===== config.mk =====
export PLATFORM = sky130hd
export DESIGN_NAME = srsw_cell
export DESIGN_NICKNAME = d
export VERILOG_FILES = /design/src/rtl/srsw_pkg.sv /design/src/rtl/srsw_cell.sv
export SDC_FILE = /design/constraint.sdc
export NUM_CORES = 1
export LEC_CHECK = 0
export ABC_AREA = 1
export BUFFER_PORTS_ARGS = -buffer_cell sky130_fd_sc_hd__clkbuf_2
export CAP_MARGIN = 20
export CORE_ASPECT_RATIO = 1.5
export CORE_MARGIN = 4
export CORE_UTILIZATION = 47
export CTS_BUF_LIST = sky130_fd_sc_hd__clkbuf_8
export DETAILED_ROUTE_END_ITERATION = 7
export PLACE_DENSITY = 0.87
export SYNTH_ARGS = -nofsm -noshare
export SYNTH_HDL_FRONTEND = slang
export SYNTH_SLANG_ARGS = --single-unit

===== constraint.sdc =====
create_clock -name clk -period 3.1 [get_ports clk]
set_clock_uncertainty 0.15 [all_clocks]
set_input_delay 0.155 -clock clk [delete_from_list [all_inputs] [get_ports clk]]
set_output_delay 0.155 -clock clk [all_outputs]
set_load 0.1 [all_outputs]

===== src/rtl/srsw_pkg.sv =====
package srsw_pkg;

  localparam int unsigned WindowDefault = 8;
  localparam int unsigned MaxResults    = 8;
  localparam logic [15:0] TimeoutReset  = 16'd3000;

  localparam int unsigned SeqW   = 4;
  localparam int unsigned ByteW  = 8;
  localparam int unsigned CountW = 4;
  localparam int unsigned StampW = 32;
  localparam int unsigned TimeoutW = 16;

  typedef enum logic [1:0] {
    CMD_NEW  = 2'd0,
    CMD_ACK  = 2'd1,
    CMD_TICK = 2'd2,
    CMD_RSVD = 2'd3
  } cmd_t;

  typedef enum logic [2:0] {
    EV_NEW    = 3'd0,
    EV_RETX   = 3'd1,
    EV_REFUSE = 3'd2,
    EV_ACK    = 3'd3,
    EV_IGNORE = 3'd4
  } event_t;

  typedef enum logic [2:0] {
    ST_IDLE,
    ST_ACK_SCAN,
    ST_RELEASE,
    ST_TICK_SCAN,
    ST_FLUSH
  } state_t;

  typedef enum logic [1:0] {
    CELL_HOLD,
    CELL_TAKE,
    CELL_WRITE
  } cell_op_t;

  typedef struct packed {
    cmd_t             command;
    logic [ByteW-1:0] payload_byte;
    logic [SeqW-1:0]  ack_number;
    logic             ack_ok;
  } in_item_t;

  typedef struct packed {
    event_t            event_res;
    logic [SeqW-1:0]   seq_number;
    logic [ByteW-1:0]  frame_byte;
    logic [CountW-1:0] released;
    logic [CountW-1:0] occupancy;
    logic              last;
  } out_item_t;

  // One window entry as it moves along the cell row
  typedef struct packed {
    logic              occ;
    logic              acked;
    logic [SeqW-1:0]   seq;
    logic [ByteW-1:0]  data;
    logic [StampW-1:0] stamp;
  } entry_t;

endpackage


===== src/rtl/srsw_cell.sv =====
module srsw_cell
  import srsw_pkg::*;
(
  input  logic     clk,
  input  logic     rst,
  input  cell_op_t op,
  input  entry_t   nbr,
  input  entry_t   wr,
  output entry_t   q
);

  entry_t sel;

  always_comb begin
    case (op)
      CELL_TAKE:  sel = nbr;
      CELL_WRITE: sel = wr;
      default:    sel = q;
    endcase
  end

  always_ff @(posedge clk) begin
    if (rst) begin
      q.occ   <= 1'b0;
      q.acked <= 1'b0;
    end else begin
      q.occ   <= sel.occ;
      q.acked <= sel.acked;
    end
  end

  always_ff @(posedge clk) begin
    q.seq   <= sel.seq;
    q.data  <= sel.data;
    q.stamp <= sel.stamp;
  end

endmodule


==> flow_summary_export.csv, run 1 <==
group,metric,value,unit
placement,numPortBuffers,141,
outcome,status,"completed",
final_layout,largest_registers,"q x46",
setup_path,r2r-start,"q[44]",
drt,drt-wirelength-per-cell,13.4,um
clocking,cts_num_sinks,46,
drt,wl_met2,3.51,mm
floorplanning,die_area,0.00601,sq mm
setup_path,critPathLaunchType,"input port",
sta,rsz0062_at_grt,"no",
grt,grt.overflow.total,0,
synth,synth.distinct_cells,12,
placement,place_congestion,0.821,
synth,synthesis.instances,206,
floorplanning,core_area,0.00458,sq mm
setup_path,cp.required,3130,ps
power,finalPower,2.20,mW
sta,setup-tns-final,0,ps
power,vdd_drop_max,0.000421,V
sta,fmax,0.643,GHz
clocking,clk_pin_slew_worst_paths,90,ps
setup_path,ff2ff_setup_slack,2260,ps
power,p_leak,1.73,nW
clocking,htree_levels,2,
drt,route.detailed.drc,0,
final_layout,largest_register_ffs,46,
synth,syn_area_per_cell,11.0,sq um
placement,post-dp-hpwl,4.10,mm
flow_run,maxCapViolCount,0,
clocking,cts-root-buf,"clkbuf_8",
synth,ys_top_cells_by_area,"edfxtp_1, o21ai_2, inv_1",
final_layout,postLayoutCoreUtil,75.7,%
drt,vias_per_cell,4.58,
drt,wl_met3,422,um
synth,synth_nets,303,
final_layout,num-nets-final,482,
drt,first_pass_iters,4,
clocking,tritoncts,"yes",
sta,fin_crit,1550,ps
floorplanning,rows,30,
drt,wl_met1,1.83,mm
setup_path,cp_max_fo,48,
sta,slew_viol_final,0,
setup_path,cp.arrival,1590,ps
placement,dp.cells,402,
synth,yosysTopAreaCell,"edfxtp_1",
sta,setup_viol,0,
drt,top_layer_used,"met4",
grt,grt_pass1_wl,9.05,mm
final_layout,largest_register,"q",
grt,antenna_found_initial,0,
synth,ys_seq_elements,46,
floorplanning,ios,142,
setup_path,timing.critical_path.from,"op[0]",
setup_path,end_kind,"register",
min_path,min_from,"wr[37]",
clocking,numCtsBuffers,5,
final_layout,stdcell_count,451,
drt,detail-route-antenna-nets,0,
grt,track_usage,20.0,%
floorplanning,initial_core_util,49.4,%
synth,synth_top_area_share,58.4,%
clocking,cts_buffer_depth,2,
drt,vias,2066,
floorplanning,die_x,64.6,um
clocking,clk_latency,290,ps
sta,finalCritPeriodShare,50.2,%
final_layout,area_growth,53.3,%
placement,pre_cts_ws,1210,ps
drt,wl,6.05,mm
floorplanning,die_y,93.0,um
power,powerDensity,636,mW/mm^2
grt,first_global_vias,2050,
sta,slew-limit-headroom,33.0,%
grt,grt_start_max_net_pins,53,
min_path,hold_class,"in -> reg",
sta,tightestPinTransition,1000,ps
sta,fin_ws,1550,ps
synth,yosysWarnings,0,
synth,yosysSeqAreaShare,60.2,%
drt,drt_iter0_drc,99,
synth,syn-cell-area,0.00226,sq mm
sta,hold_viol,0,
setup_path,critical_path_class,"in -> reg",
final_layout,drive_above_1_share,49.5,%
[critical path, cell delays in order]
cell	delay, ps
clkbuf_2	80
inv_1	90
ha_4	210
inv_2	710
nand2_1	130
nor2_1	150
nor2_1	60
[through the flow]
step | cell area (sq um) | hold WS (ps)
detailed placement | 2960 | 283
floorplan | 2260 | 175
global placement | 2960 | 276
global route | 3460 | 4.51
CTS | 3440 | 0.447
finish | 3470 | 3.88
[layout make-up]
type | instances | area, sq um
Sequential cell | 46 | 1360
Multi-Input combinational cell | 101 | 604
Clock inverter | 3 | 40.0
Clock buffer | 5 | 68.8
Timing Repair Buffer | 182 | 1130
Tap cell | 64 | 80.1
Inverter | 49 | 184
Fill cell | 333 | 1110
Antenna cell | 1 | 2.50
[routing by layer]
| metal | track usage (%) | vias to the layer above |
|---|---|---|
| met5 | 0 | - |
| met4 | 13.1 | 0 |
| met3 | 4.57 | 21 |
| met2 | 39.1 | 102 |
| met1 | 17.5 | 917 |
| li1 | - | 1026 |
[worst paths after layout]
path / end / depth (start not counted)
worst max-delay path: q[44] / 7
worst min-delay path: q[37] / 3
worst max register to register: q[44] / 2
worst min register to register: q[45] / 2
[cell families (layout without fill, tap and decap cells)]
| group | after synthesis | after routing | share of synthesized area [%] |
|---|---|---|---|
| flip-flops | 46 | 46 | 60.2 |
| adder cells (fa/ha/maj) | 1 | 1 | 0.553 |
| AND/OR/NAND/NOR | 54 | 54 | 8.96 |
| buffers and inverters | 59 | 239 | 13.7 |
| other | 0 | 1 | 0 |
| AO/OA/AOI/OAI | 46 | 46 | 16.6 |
[cells in the mapped netlist]
cell type	number
buf_12	1
buf_4	1
buf_6	6
buf_8	2
dfxtp_1	2
edfxtp_1	44
ha_1	1
inv_1	49
nand2_1	48
nor2_1	6
o21ai_0	7
o21ai_2	39
[report_power, final]
group	leakage [nW]	internal (mW)	switching (mW)	total, mW
logic	1.22	0.168	0.785	0.953
clock network	0.0579	0.237	0.203	0.440
registers	0.446	0.787	0.0235	0.811
[repair_timing]
action                    CTS  global route
setup buffers               0             0
resized for setup           0             0
hold endpoints to repair   38             2
hold buffers               38             2
[cells in the final DEF, fill, tap and decap left out, drive strengths merged]
cell | Yosys | layout
ha | 1 | 1
inv | 49 | 49
clkbuf | 0 | 146
bufinv | 0 | 1
buf | 10 | 1
diode | 0 | 1
edfxtp | 44 | 44
o21ai | 46 | 46
dlygate4sd3 | 0 | 40
dfxtp | 2 | 2
nand2 | 48 | 48
clkinv | 0 | 2
nor2 | 6 | 6
Note: power is estimated with default switching activity, not from simulation.
==> run 2, diff against run 1 <==
CORE_UTILIZATION = 44   (was 47)
PLACE_DENSITY = 0.82   (was 0.87)
clock period = 1.55 ns   (was 3.1 ns; I/O delays follow)
==> run 2 against run 1 <==
Against the previous run:
- the flow now finishes with violations (hold timing)
- count of clock-buffer cells in the layout unchanged
- routed wire length grew 28%
- sequential share of layout area fell by 6.0 points
- sequential power up 100%
- non-clock buffer count increased by 57
- utilization rose by 8.1 points
- critical path depth decreased by 2
- die area increased by 6.1%
- worst setup slack lost 1500 ps
- largest cell class is now buffers
==> flow_summary_export.csv, run 2 (synthesis gave the netlist of run 1 again) <==
group,metric,value,unit
placement,place_area,0.00300,sq mm
setup_path,critPathLaunchType,"input port",
power,combPwrFrac,46.2,%
floorplanning,initial_core_util,46.3,%
floorplanning,die_x,66.5,um
final_layout,num-nets-final,539,
clocking,cts_buffer_depth,2,
drt,drt_iter0_drc,111,
grt,antenna_found_initial,0,
clocking,cts-root-buf,"clkbuf_8",
power,seqPwrFrac,35.5,%
sta,tightestPinTransition,573,ps
clocking,tritoncts,"yes",
power,finalPower,4.59,mW
flow_run,maxCapViolCount,0,
setup_path,slowest_delay,560,ps
sta,rsz0062_at_grt,"yes",
floorplanning,core_area,0.00489,sq mm
final_layout,final_cell_area,0.00410,sq mm
outcome,status,"finished with violations",
sta,slew_viol_final,0,
power,clockPowerShare,18.3,%
final_layout,n_fill_cell,278,
clocking,cts_num_sinks,46,
final_layout,antenna_cells,0,
drt,vias_per_cell,4.67,
setup_path,end_kind,"register",
power,p_leak,2.05,nW
clocking,htree_levels,2,
outcome,violations,"hold timing",
sta,hold_viol,1,
power,swShare,44.8,%
placement,numPortBuffers,141,
floorplanning,rows,31,
final_layout,drive_above_1_share,45.2,%
placement,pre_cts_ws,261,ps
sta,finalCritPeriodShare,99.3,%
final_layout,layout_commonest_cell,"clkbuf_2",
placement,place_congestion,0.720,
sta,whs,-27.1,ps
power,p_int,2.54,mW
final_layout,most-common-layout-cells,"clkbuf_2, dlygate4sd3_1, inv_1, nand2_1, edfxtp_1",
power,powerDensity,1120,mW/mm^2
power,power.switching,2.06,mW
grt,grt.overflow.total,0,
grt,grt_pass1_wl,11.5,mm
clocking,clk_latency,280,ps
setup_path,cp.arrival,1440,ps
setup_path,crit_top_cell,"dlygate4sd3_1",
min_path,hold_class,"in -> reg",
setup_path,critical_path_class,"in -> reg",
clocking,numCtsBuffers,5,
final_layout,largest_registers,"q x46",
grt,track_usage,24.5,%
drt,drt-wirelength-per-cell,15.2,um
grt,first_global_vias,2583,
setup_path,cp_max_fo,1,
sta,slew-limit-headroom,62.0,%
clocking,clk_pin_slew_worst_paths,80,ps
sta,fin_ws,10.6,ps
final_layout,largest_register_ffs,46,
final_layout,area_growth,81.0,%
setup_path,slowest_stage,"dlygate4sd3_1",
power,vdd_drop_max,0.000811,V
final_layout,largest_register,"q",
setup_path,path_delay_family,"buffers and inverters",
drt,route.detailed.drc,0,
floorplanning,die_y,95.8,um
placement,post-dp-hpwl,4.38,mm
setup_path,path_cells,"dlygate4sd3_1, clkbuf_2, nand2_1, o21ai_2, dlygate4sd3_1",
sta,fin_crit,1540,ps
floorplanning,die_area,0.00638,sq mm
grt,grt_start_max_net_pins,45,
drt,first_pass_iters,4,
drt,detail-route-antenna-nets,0,
floorplanning,ios,142,
sta,setup_viol,0,
drt,vias,2370,
sta,fmax,0.650,GHz
drt,wl,7.73,mm
setup_path,path_buf_inv,3,
setup_path,cp.required,1450,ps
==> run 2: worst paths after layout <==
check | endpoint | cells after the start | startpoint | slack (ps)
setup reg to reg | q[45] | 3 | q[45] | 220
hold / removal | q[11] | 3 | nbr[11] | -30
setup / recovery | q[25] | 5 | wr[25] | 10
hold reg to reg | q[44] | 2 | q[44] | 410
==> run 2: worst register-to-register path, delay by kind of cell (launching register included) <==
family / cells / cell delay [ps]
compound gates: 1 / 110
flops: 1 / 320
buf+inv: 1 / 570
simple gates: 1 / 60
==> run 2: power groups by stage <==
stage                     logic (mW)  registers (mW)  clock network (mW)
after global routing            2.20            1.65               0.898
after floorplan                0.235            2.94                   0
after detailed placement        1.84            1.66                   0
after global placement          1.83            1.65                   0
final                           2.12            1.63               0.840
after CTS                       2.07            1.63               0.847
==> run 2: per-layer routing <==
layer	global-route usage, %	vias up	part of all wire [%]
li1	-	1134	-
met1	19.6	1105	29
met2	50.8	103	61
met3	5.72	28	5.8
met4	13.4	0	4.7
met5	0	-	0
==> run 2: stage by stage <==
stage	TNS (ps)	hold slack [ps]	instances	util (%)
finish	0	-27.1	508	83.8
global route	-39.7	9.14	508	83.8
CTS	0	373	506	82.3
detailed placement	0	209	407	61.3
global placement	0	197	407	61.3
floorplan	0	98.1	206	-
==> run 2: cell type report <==
cell class                      count  area, sq um  share of cell area [%]
Sequential cell                    46         1360                    33.2
Clock inverter                      2         33.8                   0.825
Inverter                           49          188                    4.58
Tap cell                           66         82.6                    2.02
Multi-Input combinational cell    101          612                    14.9
Clock buffer                        5         68.8                    1.68
Timing Repair Buffer              239         1750                    42.7
==> run 2: what timing repair did <==
item / 4_1_cts / 5_1_grt
gates resized for setup: 0 / 14
buffers inserted: 0 / 4
endpoints found under the hold margin: 46 / 2
hold buffers: 92 / 2
endpoints found under the setup margin: 0 / 29
==> run 3, diff against run 2 <==
HOLD_SLACK_MARGIN = 0.03   (was default)
REMOVE_ABC_BUFFERS = 1   (was default)
==> run 3 against run 2 <==
Against the previous run:
- the flow still finishes with violations (hold timing)
- via count fell by 4.7%
- hold slack improved by 15 ps
- global-route usage fell by 2.3 points
- routed wire length fell by 12%
- non-clock buffer count fell by 4
- sequential cell count did not move
- cell count fell by 0.59%
- critical path type unchanged
- maximum frequency barely moved
- sequential power barely moved
- worst setup slack got worse by 0.88 ps
- utilization fell by 1.4 points
==> flow_summary_export.csv, run 3 (synthesis gave the netlist of run 1 again) <==
group,metric,value,unit
outcome,status,"finished with violations",
outcome,violations,"hold timing",
final_layout,num-nets-final,535,
floorplanning,die_area,0.00638,sq mm
floorplanning,initial_core_util,46.3,%
setup_path,worstRegToRegCells,3,
power,powerDensity,1130,mW/mm^2
grt,grt.busiest_layer,"met2",
grt,grt.overflow.total,0,
sta,hold_viol,1,
setup_path,timing.critical_path.from,"wr[31]",
grt,track_usage,22.2,%
drt,detail-route-antenna-nets,0,
flow_run,maxCapViolCount,0,
clocking,clk_latency,290,ps
placement,post-dp-hpwl,4.25,mm
setup_path,endpoint,"q[31]",
grt,globalRouteMet1Util,18.8,%
setup_path,slowest_stage,"dlygate4sd3_1",
drt,drt-wirelength-per-cell,13.5,um
sta,slew-limit-headroom,62.1,%
clocking,tritoncts,"yes",
placement,place_congestion,0.796,
sta,setup_viol,0,
final_layout,largest_register_ffs,46,
placement,place_area,0.00302,sq mm
drt,drt_iter0_drc,103,
placement,numPortBuffers,141,
setup_path,ff2ff_setup_slack,210,ps
setup_path,cp.arrival,1440,ps
final_layout,drive_above_1_share,44.0,%
setup_path,end_kind,"register",
clocking,htree_levels,2,
sta,fmax,0.649,GHz
clocking,cts-root-buf,"clkbuf_8",
final_layout,largest_register,"q",
power,p_leak,1.98,nW
grt,antenna_found_initial,0,
sta,fin_crit,1540,ps
setup_path,critPathLaunchType,"input port",
setup_path,r2r-end,"q[44]",
final_layout,layout_commonest_cell,"clkbuf_2",
floorplanning,die_y,95.8,um
clocking,clk_pin_slew_worst_paths,80,ps
drt,first_pass_iters,4,
setup_path,cp.required,1450,ps
grt,grt_start_max_net_pins,47,
grt,grt_pass1_wl,10.5,mm
drt,vias_per_cell,4.47,
final_layout,largest_registers,"q x46",
drt,route.detailed.drc,0,
sta,whs,-12.3,ps
sta,fin_ws,9.72,ps
sta,rsz0062_at_grt,"no",
grt,grtUsageMet2,45.6,%
setup_path,slowest_delay,570,ps
setup_path,cp_max_fo,1,
min_path,hold_class,"in -> reg",
floorplanning,ios,142,
floorplanning,rows,31,
final_layout,multi_input_area,607,sq um
final_layout,n_fill_cell,290,
sta,tightestPinTransition,571,ps
final_layout,postLayoutCoreUtil,82.4,%
drt,wl,6.83,mm
setup_path,critical_path_class,"in -> reg",
final_layout,most-common-layout-cells,"clkbuf_2, dlygate4sd3_1, inv_1, nand2_1, edfxtp_1",
final_layout,antenna_cells,0,
clocking,cts_num_sinks,46,
floorplanning,core_area,0.00489,sq mm
clocking,cts_setup_buffers,0,
setup_path,path_cells,"dlygate4sd3_1, clkbuf_2, nand2_1, o21ai_2, dlygate4sd3_1",
clocking,cts_buffer_depth,2,
setup_path,crit_top_cell,"dlygate4sd3_1",
clocking,numCtsBuffers,5,
grt,grtUsageMet3,5.14,%
sta,slew_viol_final,0,
floorplanning,die_x,66.5,um
grt,first_global_vias,2441,
placement,dp.cells,407,
power,vdd_drop_max,0.000790,V
drt,vias,2259,
placement,pre_cts_ws,292,ps
setup_path,r2r-start,"q[44]",
final_layout,stdcell_count,505,
final_layout,regArea,0.00136,sq mm
sta,finalCritPeriodShare,99.4,%
final_layout,final_cell_area,0.00403,sq mm
final_layout,area_growth,78.0,%
[run 3: changes by cell type in the layout (fill, tap and decap cells not counted), moves of 2 or more]
cell and change:
o21ai_1 -2, dlygate4sd3_1 +6, buf_4 -4, buf_12 +3, nand2_2 -2, o21ai_0 +2, nand2_1 +2, buf_8 -2
dlymetal6s4s_1 -6, inv_1 +3
[run 3: power breakdown]
| part | switching, mW | total [mW] | leakage, nW | internal (mW) |
|---|---|---|---|---|
| Clock | 0.376 | 0.845 | 0.0607 | 0.469 |
| Combinational | 1.61 | 2.09 | 1.48 | 0.482 |
| Sequential | 0.0533 | 1.63 | 0.446 | 1.57 |
| Total | 2.03 | 4.56 | 1.98 | 2.52 |
[run 3: per-stage QoR]
stage | hold slack, ps | total power [mW] | TNS [ps]
final | -12.3 | 4.56 | 0
after global placement | 198 | 3.48 | 0
after global routing | 32.0 | 4.73 | 0
after floorplan | 97.9 | 3.14 | -80100
after detailed placement | 207 | 3.51 | 0
after CTS | 262 | 4.56 | 0
[run 3: worst min-delay path by stage]
stage               cells past startpoint     to    from
global placement                        4  q[44]     rst
global route                            3   q[5]  nbr[5]
floorplan                               3  q[44]     rst
finish                                  3   q[5]  nbr[5]
CTS                                     4  q[26]   op[1]
detailed placement                      4  q[44]     rst
[run 3: final cells by class]
cell class	instances	share of cell area, %
tap	66	2.05
sequential	46	33.8
clock buffer	5	1.71
timing repair buffer	235	41.9
inverter	49	4.57
multi-input combinational	101	15.1
clock inverter	3	0.932
[run 3: worst max-delay path, delay by kind of cell]
family | cells | cell delay [ps]
simple gates | 1 | 70
buf+inv | 3 | 1240
compound gates | 1 | 50
[run 3: layer usage]
layer  routed length, um  up-vias
met5                   0        -
met4                 314        0
met3                 365       25
met2                4110       81
met1                2040     1020
li1                    -     1133
[run 3: what timing repair did]
action                                  CTS  global route
hold buffers                             92             1
endpoints found under the setup margin    0             4
resized for setup                         0             1
endpoints found under the hold margin    46             1
